===== src/hw/rtl/bdte_pkg.sv =====
// Package: shared types, calendar constants and decode helpers for the BCD date to epoch block.
`timescale 1ns / 1ps

package bdte_pkg;

    // Field widths
    localparam int unsigned BcdW   = 8;
    localparam int unsigned EpochW = 32;
    localparam int unsigned DecW   = 8;   // decoded byte, 0..165
    localparam int unsigned DaysW  = 10;  // leap days + month days + day of month

    // Time constants
    localparam logic [EpochW-1:0] SecsPerDay  = 32'd86400;
    localparam logic [EpochW-1:0] SecsPerHour = 32'd3600;
    localparam logic [EpochW-1:0] SecsPerMin  = 32'd60;
    // Seconds in one common year (365 days)
    localparam logic [EpochW-1:0] SecsPerYear = 32'd31536000;
    // 1970..1999 as common years: 30 * 365 days
    localparam logic [EpochW-1:0] BaseSecs    = 32'd946080000;
    // Leap years in 1970..1999
    localparam logic [6:0]        BaseLeaps   = 7'd7;
    // Two-digit year that lands on 2100 (not a leap year)
    localparam logic [DecW-1:0]   YearCentury = 8'd100;

    // Month codes used in range checks
    localparam logic [DecW-1:0]   MonJan = 8'd1;
    localparam logic [DecW-1:0]   MonMar = 8'd3;
    localparam logic [DecW-1:0]   MonDec = 8'd12;

    // One raw item: six BCD bytes
    typedef struct packed {
        logic [BcdW-1:0] second_bcd;
        logic [BcdW-1:0] minute_bcd;
        logic [BcdW-1:0] hour_bcd;
        logic [BcdW-1:0] day_bcd;
        logic [BcdW-1:0] month_bcd;
        logic [BcdW-1:0] year_bcd;
    } t_bcd_item;

    // High nibble times ten plus low nibble, no validity check
    function automatic logic [DecW-1:0] bcd_decode(input logic [BcdW-1:0] b);
        logic [DecW-1:0] hi;
        logic [DecW-1:0] lo;
        hi = {4'd0, b[7:4]};
        lo = {4'd0, b[3:0]};
        return (hi << 3) + (hi << 1) + lo;
    endfunction

    // Days before the first of the month, common year; month 1..12
    function automatic logic [8:0] days_before_month(input logic [3:0] m);
        logic [8:0] d;
        unique case (m)
            4'd2:    d = 9'd31;
            4'd3:    d = 9'd59;
            4'd4:    d = 9'd90;
            4'd5:    d = 9'd120;
            4'd6:    d = 9'd151;
            4'd7:    d = 9'd181;
            4'd8:    d = 9'd212;
            4'd9:    d = 9'd243;
            4'd10:   d = 9'd273;
            4'd11:   d = 9'd304;
            4'd12:   d = 9'd334;
            default: d = 9'd0;
        endcase
        return d;
    endfunction

endpackage


===== src/hw/rtl/bdte_if.sv =====
// Interfaces: input date channel and output epoch channel, valid/ready handshake.
`timescale 1ns / 1ps

interface bdte_in_if;
    logic                         valid;
    logic                         ready;
    logic [bdte_pkg::BcdW-1:0]    second_bcd;
    logic [bdte_pkg::BcdW-1:0]    minute_bcd;
    logic [bdte_pkg::BcdW-1:0]    hour_bcd;
    logic [bdte_pkg::BcdW-1:0]    day_bcd;
    logic [bdte_pkg::BcdW-1:0]    month_bcd;
    logic [bdte_pkg::BcdW-1:0]    year_bcd;

    modport source (
        output valid, second_bcd, minute_bcd, hour_bcd, day_bcd, month_bcd, year_bcd,
        input  ready
    );
    modport sink (
        input  valid, second_bcd, minute_bcd, hour_bcd, day_bcd, month_bcd, year_bcd,
        output ready
    );
endinterface

interface bdte_out_if;
    logic                          valid;
    logic                          ready;
    logic [bdte_pkg::EpochW-1:0]   epoch_seconds;

    modport source (output valid, epoch_seconds, input ready);
    modport sink   (input  valid, epoch_seconds, output ready);
endinterface


===== src/hw/rtl/bdte_calc.sv =====
// Combinational date to epoch seconds conversion for one registered item.
`timescale 1ns / 1ps

module bdte_calc (
    input  bdte_pkg::t_bcd_item              i_item,
    output logic [bdte_pkg::EpochW-1:0]      o_epoch_seconds
);

    logic [bdte_pkg::DecW-1:0]  sec;
    logic [bdte_pkg::DecW-1:0]  min;
    logic [bdte_pkg::DecW-1:0]  hour;
    logic [bdte_pkg::DecW-1:0]  day;
    logic [bdte_pkg::DecW-1:0]  mon;
    logic [bdte_pkg::DecW-1:0]  yv;
    logic [8:0]                 yv_up;
    logic [6:0]                 leaps;
    logic                       cur_leap;
    logic                       mon_ok;
    logic [8:0]                 mdays;
    logic                       leap_adj;
    logic [bdte_pkg::DaysW-1:0] days;
    logic [31:0]                year_secs;
    logic [31:0]                day_secs;
    logic [31:0]                tod_secs;

    // Decode all six bytes
    assign sec  = bdte_pkg::bcd_decode(i_item.second_bcd);
    assign min  = bdte_pkg::bcd_decode(i_item.minute_bcd);
    assign hour = bdte_pkg::bcd_decode(i_item.hour_bcd);
    assign day  = bdte_pkg::bcd_decode(i_item.day_bcd);
    assign mon  = bdte_pkg::bcd_decode(i_item.month_bcd);
    assign yv   = bdte_pkg::bcd_decode(i_item.year_bcd);

    // Leap years in 1970..(2000+yv-1): 2000, 2004, ... minus 2100 once passed
    assign yv_up = {1'b0, yv} + 9'd3;
    assign leaps = bdte_pkg::BaseLeaps + yv_up[8:2]
                 - {6'd0, (yv > bdte_pkg::YearCentury)};

    // Current year leap: multiple of four, except 2100
    assign cur_leap = (yv[1:0] == 2'b00) && (yv != bdte_pkg::YearCentury);

    // Earlier months of the current year
    assign mon_ok   = (mon >= bdte_pkg::MonJan) && (mon <= bdte_pkg::MonDec);
    assign mdays    = mon_ok ? bdte_pkg::days_before_month(mon[3:0]) : 9'd0;
    assign leap_adj = mon_ok && (mon >= bdte_pkg::MonMar) && cur_leap;

    // Days beyond the whole common years; leaps >= 7 keeps day zero from underflowing
    assign days = {3'd0, leaps} + {1'b0, mdays} + {9'd0, leap_adj}
                + {2'd0, day} - 10'd1;

    // Independent constant products, summed modulo 2^32
    assign year_secs = 32'({24'd0, yv} * bdte_pkg::SecsPerYear);
    assign day_secs  = 32'({22'd0, days} * bdte_pkg::SecsPerDay);
    assign tod_secs  = 32'({24'd0, hour} * bdte_pkg::SecsPerHour)
                     + 32'({24'd0, min} * bdte_pkg::SecsPerMin)
                     + {24'd0, sec};

    assign o_epoch_seconds = bdte_pkg::BaseSecs + year_secs + day_secs + tod_secs;

endmodule


===== src/hw/rtl/bcd_datetime_to_epoch_seconds_unit.sv =====
// Top level: BCD date/time item to seconds since 1970-01-01, two-register pipeline.
//
//  Channel   Dir  Handshake          Payload
//  i_item    in   valid/ready        second/minute/hour/day/month/year_bcd, 8 bits each
//  o_result  out  valid/ready        epoch_seconds, 32 bits
//
// One item per cycle sustained while o_result.ready is high; an accepted item enters the
// input register, and o_result.valid rises when it moves into the result register.
// The input register feeds one pass of constant multiplies and a sum into the result register.
// Reset (i_rst_n low, synchronous) empties both registers.
// A stalled output holds its item; input ready drops only when both registers are full
// and o_result.ready is low.
`timescale 1ns / 1ps

module bcd_datetime_to_epoch_seconds_unit (
    input  logic                 i_clk,
    input  logic                 i_rst_n,
    bdte_in_if.sink              i_item,
    bdte_out_if.source           o_result
);

    bdte_pkg::t_bcd_item                r_in;
    logic                               r_in_valid;
    logic [bdte_pkg::EpochW-1:0]        r_epoch;
    logic                               r_out_valid;
    logic [bdte_pkg::EpochW-1:0]        n_epoch;
    logic                               out_adv;
    logic                               in_adv;

    // Pipeline flow control
    assign out_adv      = !r_out_valid || o_result.ready;
    assign in_adv       = !r_in_valid || out_adv;
    assign i_item.ready = in_adv;

    // Input register
    always_ff @(posedge i_clk) begin
        if (!i_rst_n) begin
            r_in_valid <= 1'b0;
        end else if (in_adv) begin
            r_in_valid <= i_item.valid;
        end
        if (in_adv && i_item.valid) begin
            r_in.second_bcd <= i_item.second_bcd;
            r_in.minute_bcd <= i_item.minute_bcd;
            r_in.hour_bcd   <= i_item.hour_bcd;
            r_in.day_bcd    <= i_item.day_bcd;
            r_in.month_bcd  <= i_item.month_bcd;
            r_in.year_bcd   <= i_item.year_bcd;
        end
    end

    // Conversion
    bdte_calc u_calc (
        .i_item          (r_in),
        .o_epoch_seconds (n_epoch)
    );

    // Result register
    always_ff @(posedge i_clk) begin
        if (!i_rst_n) begin
            r_out_valid <= 1'b0;
        end else if (out_adv) begin
            r_out_valid <= r_in_valid;
        end
        if (out_adv && r_in_valid) begin
            r_epoch <= n_epoch;
        end
    end

    assign o_result.valid         = r_out_valid;
    assign o_result.epoch_seconds = r_epoch;

    // Checks
    a_in_loads: assert property (@(posedge i_clk) disable iff (!i_rst_n)
        (i_item.valid && i_item.ready) |=> r_in_valid)
        else $error("accepted item did not reach the input register");

    a_in_moves: assert property (@(posedge i_clk) disable iff (!i_rst_n)
        (r_in_valid && out_adv) |=> o_result.valid)
        else $error("registered item did not reach the result register");

    a_reset_empty: assert property (@(posedge i_clk)
        !i_rst_n |=> (!o_result.valid && !r_in_valid))
        else $error("pipeline not empty after reset");

    a_no_drop: assert property (@(posedge i_clk) disable iff (!i_rst_n)
        (r_in_valid && !out_adv) |=> (r_in_valid && $stable(r_in)))
        else $error("stalled input register lost its item");

endmodule

===== src/flat_wrapper.sv =====
// flat-port wrapper written by rule: the top's interface ports become plain ports
module bcd_datetime_to_epoch_seconds_unit_flat 
  (i_clk, i_rst_n, i_item_valid, i_item_second_bcd, i_item_minute_bcd, i_item_hour_bcd, i_item_day_bcd, i_item_month_bcd, i_item_year_bcd, i_item_ready, o_result_valid, o_result_epoch_seconds, o_result_ready);
  bdte_in_if i_item_i ();
  bdte_out_if o_result_i ();
  input  logic i_clk;
  input  logic i_rst_n;
  input wire logic [$bits(i_item_i.valid)-1:0] i_item_valid;
  input wire logic [$bits(i_item_i.second_bcd)-1:0] i_item_second_bcd;
  input wire logic [$bits(i_item_i.minute_bcd)-1:0] i_item_minute_bcd;
  input wire logic [$bits(i_item_i.hour_bcd)-1:0] i_item_hour_bcd;
  input wire logic [$bits(i_item_i.day_bcd)-1:0] i_item_day_bcd;
  input wire logic [$bits(i_item_i.month_bcd)-1:0] i_item_month_bcd;
  input wire logic [$bits(i_item_i.year_bcd)-1:0] i_item_year_bcd;
  output wire logic [$bits(i_item_i.ready)-1:0] i_item_ready;
  output wire logic [$bits(o_result_i.valid)-1:0] o_result_valid;
  output wire logic [$bits(o_result_i.epoch_seconds)-1:0] o_result_epoch_seconds;
  input wire logic [$bits(o_result_i.ready)-1:0] o_result_ready;
  assign i_item_i.valid = i_item_valid;
  assign i_item_i.second_bcd = i_item_second_bcd;
  assign i_item_i.minute_bcd = i_item_minute_bcd;
  assign i_item_i.hour_bcd = i_item_hour_bcd;
  assign i_item_i.day_bcd = i_item_day_bcd;
  assign i_item_i.month_bcd = i_item_month_bcd;
  assign i_item_i.year_bcd = i_item_year_bcd;
  assign i_item_ready = i_item_i.ready;
  assign o_result_valid = o_result_i.valid;
  assign o_result_epoch_seconds = o_result_i.epoch_seconds;
  assign o_result_i.ready = o_result_ready;
  bcd_datetime_to_epoch_seconds_unit u_core (.i_clk(i_clk), .i_rst_n(i_rst_n), .i_item(i_item_i), .o_result(o_result_i));
endmodule

===== config.mk =====
export PLATFORM = sky130hd
export DESIGN_NAME = bcd_datetime_to_epoch_seconds_unit_flat
export DESIGN_NICKNAME = d
export VERILOG_FILES = /design/src/hw/rtl/bdte_pkg.sv /design/src/hw/rtl/bdte_if.sv /design/src/hw/rtl/bdte_calc.sv /design/src/hw/rtl/bcd_datetime_to_epoch_seconds_unit.sv /design/src/flat_wrapper.sv
export SDC_FILE = /design/constraint.sdc
export NUM_CORES = 1
export LEC_CHECK = 0
export BUFFER_PORTS_ARGS = -buffer_cell sky130_fd_sc_hd__buf_2
export CAP_MARGIN = 20
export CORE_ASPECT_RATIO = 0.75
export CORE_MARGIN = 4
export CORE_UTILIZATION = 45
export CTS_CLUSTER_SIZE = 20
export DETAILED_ROUTE_END_ITERATION = 8
export PLACE_DENSITY_LB_ADDON = 0.25
export SLEW_MARGIN = 0
export SYNTH_ARGS = -nofsm -noshare
export SYNTH_HDL_FRONTEND = slang
export SYNTH_SLANG_ARGS = --single-unit

===== constraint.sdc =====
create_clock -name i_clk -period 25.8 [get_ports i_clk]
set_input_delay 1.29 -clock i_clk [delete_from_list [all_inputs] [get_ports i_clk]]
set_output_delay 1.29 -clock i_clk [all_outputs]
set_load 0.1 [all_outputs]

== Word-level counts from Yosys, hierarchy flattened ==
Memory sizes are Yosys's and may differ from the RTL's.
Cells that the tools add are included.
Storage, ports and cells
  bits in registers: 82
  latch bits: 0
  bits in writable memories: 0
  ROM bits: 144
  word-level logic and storage cells: 55
  memories kept: 1
Memories
  (no name shown): words 16, bits a word 9, read ports 1, clocked after memory_dff 0, wr ports 0, line bdte_pkg.sv:52  | unique case (m)
Operators by class
  add/sub/neg operators: 24
  multiply operators: 4
  div/mod/pow operators: 0
  magnitude comparators: 4
  equal/unequal tests: 1
  shift-type cells: 0
  muxes and demuxes: 1
  bitwise gates (word level): 0
  reduce and logical (&&, ||, !) cells: 11
Operators with widths (number)
  $add A7 B5 Y8: 6
  $add A8 B4 Y8: 6
  $add A30 B32 Y32 const A: 1
  $add A32 B27 Y32: 1
  $add A32 B32 Y32: 1
  $add A32 B8 Y32: 1
  $mul A8 B18 Y25 const B: 1
  $add A20 B14 Y21: 1
  $mul A10 B10 Y20 const B: 1
  $mul A8 B8 Y16 const B: 1
  $mul A8 B4 Y12 const B: 1
  $add A10 B1 Y10: 1
  $add A10 B8 Y10: 1
  $add A7 B9 Y10: 1
  $sub A10 B1 Y10 const B: 1
  $add A8 B2 Y9 const B: 1
  $mux W9: 1
  $ge A8 B1 Y1 const B: 1
  $ge A8 B2 Y1 const B: 1
  $gt A8 B7 Y1 const B: 1
  $le A8 B4 Y1 const B: 1
  $ne A8 B7 Y1 const B: 1
  $add A3 B7 Y7 const A: 1
  $sub A7 B1 Y7: 1
  other kinds (4): 11

== Longest topological paths before layout ==
  depth in word-level cells: 12
  mapped depth: 59
  gate-level depth less buffers: 59

== Cells and area by module ==
A second synthesis with hierarchy kept.
Unflattened totals
  cell total of the unflattened synthesis: 1287
  area total of the unflattened synthesis: 13040.0 sq um
Modules (own cells, without submodules)
  bdte_calc: times used 1, cells an instance 1198, area each 10533.9 sq um
  bcd_datetime_to_epoch_seconds_unit: times used 1, cells an instance 89, area each 2506.2 sq um

== Least setup slack after synthesis ==
No wires, ideal clock.
  kind: register to register
  start: register u_core.r_in[3] (netlist name)
  end: register u_core.r_epoch, in the netlist u_core.o_result.epoch_seconds[31], data pin
  setup time: 261 ps
  arrival time: 11177 ps
  data required time: 25539 ps
  setup slack: 14362 ps
  cell stages (with the launch flop): 53
  path buffers: 0
  period minus slack after synthesis: 11438 ps
  cell sequence: edfxtp_1 > inv_1 > fa_1 > inv_1 > ha_1 > a21o_1 > a21oi_1 > nor2b_1 > o21ai_1 > ha_1 > o21ai_0 > nand2_1 > nand2_1 > ha_1 > ha_1 > inv_1 > fa_1 > ha_1 > (+17 left out) > inv_1 > ha_1 > a21o_1 > a21o_1 > o41ai_2 > xnor2_1 > fa_1 > inv_1 > ha_1 > ha_1 > a21oi_1 > o21ai_0 > nor4b_1 > o21ai_1 > a221o_1 > o22ai_2 > xnor2_1 > xnor2_1
On the way
  longest elaborated chain between the ends: 11
  elaborated cells between the ends (all ways): 17
  those cells by class: add/sub: 11; mul: 2; order compare: 1; eq/ne: 1; reduce/logical: 2
Ends and longest elaborated chain
  from (decl): line bcd_datetime_to_epoch_seconds_unit.sv:22  | bdte_pkg::t_bcd_item r_in;
  $add A8 B4 Y8 *: line bdte_pkg.sv:46  | return (hi << 3) + (hi << 1) + lo;
  $add A8 B2 Y9: line bdte_calc.sv:35  | assign yv_up = {1'b0, yv} + 9'd3;
  $add A3 B7 Y7: line bdte_calc.sv:36  | assign leaps = bdte_pkg::BaseLeaps + yv_up[8:2]
  $sub A7 B1 Y7: line bdte_calc.sv:37  | - {6'd0, (yv > bdte_pkg::YearCentury)};
  $add A7 B9 Y10: line bdte_calc.sv:48  | assign days = {3'd0, leaps} + {1'b0, mdays} + {9'd0, leap_adj}
  $add A10 B1 Y10: line bdte_calc.sv:48
  $add A10 B8 Y10: line bdte_calc.sv:49  | + {2'd0, day} - 10'd1;
  $sub A10 B1 Y10: line bdte_calc.sv:49
  $mul A10 B10 Y20: line bdte_calc.sv:53  | assign day_secs = 32'({22'd0, days} * bdte_pkg::SecsPerDay);
  $add A32 B27 Y32 *: line bdte_calc.sv:58  | assign o_epoch_seconds = bdte_pkg::BaseSecs + year_secs + day_secs + tod_secs;
  $add A32 B32 Y32 *: line bdte_calc.sv:58
  net u_core.n_epoch (one bit): line bcd_datetime_to_epoch_seconds_unit.sv:26  | logic [bdte_pkg::EpochW-1:0] n_epoch;
  to (signal assigned): line bcd_datetime_to_epoch_seconds_unit.sv:66  | r_epoch <= n_epoch;
  to (decl): line bcd_datetime_to_epoch_seconds_unit.sv:24  | logic [bdte_pkg::EpochW-1:0] r_epoch;
Mark *: on every way through the listed nets, which the timed path passes. The rest lies on a longest branch.
A chain may end at the register's enable or synchronous reset.

== Final worst setup path ==
  start: register u_core.r_in[6] (netlist name)
  end: register u_core.r_epoch, in the netlist u_core.o_result.epoch_seconds[31], data pin
On the way
  longest elaborated chain between the ends: 12
  elaborated cells between the ends (all ways): 18
  those cells by class: add/sub: 12; mul: 2; order compare: 1; eq/ne: 1; reduce/logical: 2
Ends and longest elaborated chain (line)
  $add A7 B5 Y8 *: bdte_pkg.sv:46
  $add A8 B4 Y8 *: bdte_pkg.sv:46
  $add A8 B2 Y9: bdte_calc.sv:35
  $add A3 B7 Y7: bdte_calc.sv:36
  $sub A7 B1 Y7: bdte_calc.sv:37
  $add A7 B9 Y10: bdte_calc.sv:48
  $add A10 B1 Y10: bdte_calc.sv:48
  $add A10 B8 Y10: bdte_calc.sv:49
  $sub A10 B1 Y10: bdte_calc.sv:49
  $mul A10 B10 Y20: bdte_calc.sv:53
  $add A32 B27 Y32 *: bdte_calc.sv:58
  $add A32 B32 Y32 *: bdte_calc.sv:58
  net u_core.n_epoch (one bit): bcd_datetime_to_epoch_seconds_unit.sv:26
Marked as above.

==> run metrics <==
status complete, no violations; Final Max Tran Viols 0; Num Clock Sinks 82; hold crit path type flip-flop to flip-flop; WL final 26980 um; reg2reg start u_core.r_in[6]$_DFFE_PP_; cts bufs inserted 9; Layout area overhead 9.327%; Main synth FF type edfxtp_1; CTS root buf clkbuf_16; io pins 86; ANT cells 0; Achievable Freq around 80 MHz; # setup viols final 0; commonest cells in the synthesized netlist ha_1 (333), inv_1 (242), fa_1 (101); first-pass GRT wire length about 45000 um; Mapped Nets 1791; crit path from u_core.r_in[6]$_DFFE_PP_; mux cell area share after synthesis less than 1%; layout cells sized above 1 under 10%; top cells by area, synth ha_1 (32%), edfxtp_1 (18%), fa_1 (15%), inv_1 (6.9%), xnor2_1 (5.4%); I/O Buffers between 80 and 90; TNS Setup 0 ns; filler instances around 2700; post-detailed-placement half-perimeter wirelength approximately 23000 um; post-route clock skew about 0.014 ns; Post-Synth Simple-Gate Area 6.364%; RR Endpoint u_core.o_result.epoch_seconds[31]$_DFFE_PP_; Post-Synthesis Cells about 1300; Core Rows between 50 and 60; Remaining DRCs 0; sequential share of the synthesized area 18.60%; hold_buf cts 0; most numerous cell on the critical path ha_1; Post-Synthesis Cell Area around 13000 um2; WL per Instance ~15 um; CP Data Arrival Time approximately 13 ns; Synth Area in Adders a little under half; Post-Synth XOR/XNOR Area between 8 and 9%; slowest cell on the critical path xnor2_1; Placed Area 14030 um2; Place WS 13.33 ns; fin worst setup slack 13.27 ns; cts repair resizes 0; vias per std cell slightly above 5; Max Fanout on Critical Path 8; remaining antenna violation count 0; gp weighted congestion between 0.8 and 0.9; Core Area around 28000 um2; worst-margin pin slew between 0.9 and 1 ns; worst setup path category flip-flop to flip-flop; most frequent cell after synthesis ha_1; Reg2Reg Setup Slack ~13 ns; crit start category flip-flop; largest net degree at the start of global routing 49; maxcap violations 0; number of synthesized flops with an enable pin 80; worst skew pair latency between 0.3 and 0.4 ns; main combinational cell family by area after synthesis adder cells; critical path's largest stage delay around 0.74 ns; CTS tree built; FF-to-FF path depth 54; Clock Pin Slew Worst Setup and Hold Paths around 0.070 ns; Req. time, crit path between 20 and 30 ns; vias in the first global route between 8000 and 9000; worst setup path endpoint u_core.o_result.epoch_seconds[31]$_DFFE_PP_; H-tree levels 3; total gr overflow 0; YS warnings 0; Final Hold Viols 0; register bit count reported by yosys 82; Tmin final approximately 13 ns; clk buf depth 2; Detailed Route Iter0 Violations between 400 and 500; Mean Syn Cell Area 10.06 um2; Synth top area share between 30% and 40%; ys async rst share 0%; fin crit share about half; post-synthesis compound-gate area fraction a little under an eighth; Initial Util between 40% and 50%; CP endpoint kind flip-flop; Synth area leader ha_1; GRT Overall Usage 17.62%; Max transition margin 34.31%; Cell variety after synth 56; die height ~160 um; Pre-Repair DR Iteration Count 5; Total Nets Final about 1900; die width between 200 and 250 um; Die ar. 32010 um2; vias post-DR 9051; unrepaired setup endpoints after global routing false; postcts setup bufs 0; initial antenna violation count 0; Finished Cell Area 14360 um2
[worst max-delay path: cells and delay by family, from the launching register on]
kind	cells	cell delay (ns)
fa+ha+maj	18	6.27
simple gates	6	0.73
flops	1	0.37
xor+xnor	5	1.41
compound gates	16	2.87
buf+inv	9	0.61
[per-layer routing]
layer | wire length (um) | GRT usage, % | part of all wire [%]
met1 | 14870 | 28.17 | 55
met3 | 1185 | 3.180 | 4.4
met5 | 0 | 0 | 0
met2 | 10710 | 25.24 | 40
met4 | 216 | 2.486 | 0.80
[state kept, by name, indices dropped and copies added, names as in the netlist]
name and flops:
u_core.r_in 48, u_core.o_result.epoch_seconds 32, u_core.o_result.valid 1, u_core.r_in_valid 1
[stage by stage]
stage	utilization, %	instances	hold WS [ns]
final	50.59	1787	0.4389
after global routing	50.59	1787	0.4414
after CTS	50.49	1785	0.4449
after detailed placement	49.42	1769	0.4368
after global placement	49.42	1769	0.4010
after floorplan	-	1305	0.4003
[placed cells by master, fill, tap and decap left out, types with 3 or more instances in the layout]
master and instances:
ha_1 333, inv_1 242, fa_1 101, a21oi_1 88
buf_2 85, xnor2_1 81, edfxtp_1 80, xor2_1 46
nand2_1 45, a21o_1 39, o21ai_0 37, nor2_1 26
nor2b_1 21, nand3_1 17, nand2b_1 17, o21bai_1 14
nor3_1 11, o21a_1 10, nand4_1 9, clkbuf_16 9
and3_1 6, o31ai_1 6, a31oi_1 6, o21ai_1 5
o211ai_1 4, o31a_1 4, o22ai_1 4, a211o_1 3
or3_1 3, a211oi_1 3, or2_2 3, a31o_2 3
[worst min path at each step]
stage | from | end | slack, ns | cells after the start
final | u_core.r_in[40]$_DFFE_PP_ | u_core.o_result.epoch_seconds[0]$_DFFE_PP_ | 0.44 | 0
after detailed placement | u_core.r_in[40]$_DFFE_PP_ | u_core.o_result.epoch_seconds[0]$_DFFE_PP_ | 0.44 | 0
after CTS | u_core.r_in[40]$_DFFE_PP_ | u_core.o_result.epoch_seconds[0]$_DFFE_PP_ | 0.44 | 0
after floorplan | u_core.r_in[40]$_DFFE_PP_ | u_core.o_result.epoch_seconds[0]$_DFFE_PP_ | 0.40 | 0
after global routing | u_core.r_in[40]$_DFFE_PP_ | u_core.o_result.epoch_seconds[0]$_DFFE_PP_ | 0.44 | 0
after global placement | u_core.r_in[40]$_DFFE_PP_ | u_core.o_result.epoch_seconds[0]$_DFFE_PP_ | 0.40 | 0
[logic make-up (layout without fill, tap and decap cells)]
group / after synthesis / after routing
adder cells (fa/ha/maj): 434 / 434
buffers and inverters: 248 / 345
AO/OA/AOI/OAI: 244 / 244
AND/OR/NAND/NOR: 166 / 166
XOR/XNOR: 127 / 127
flip-flops: 82 / 82
multiplexers: 4 / 4
[layout make-up]
class,instances,area (um2),area share (%)
clock buffer,10,229.0,1.595
tap,385,481.7,3.355
clock inverter,6,75.07,0.5229
sequential,82,2442,17.01
inverter,242,908.4,6.327
multi-input combinational,975,9768,68.03
timing repair buffer,87,452.9,3.155
Power is not shown: default switching activity piles up to over one toggle a cycle in this logic, so the estimate is an artifact.
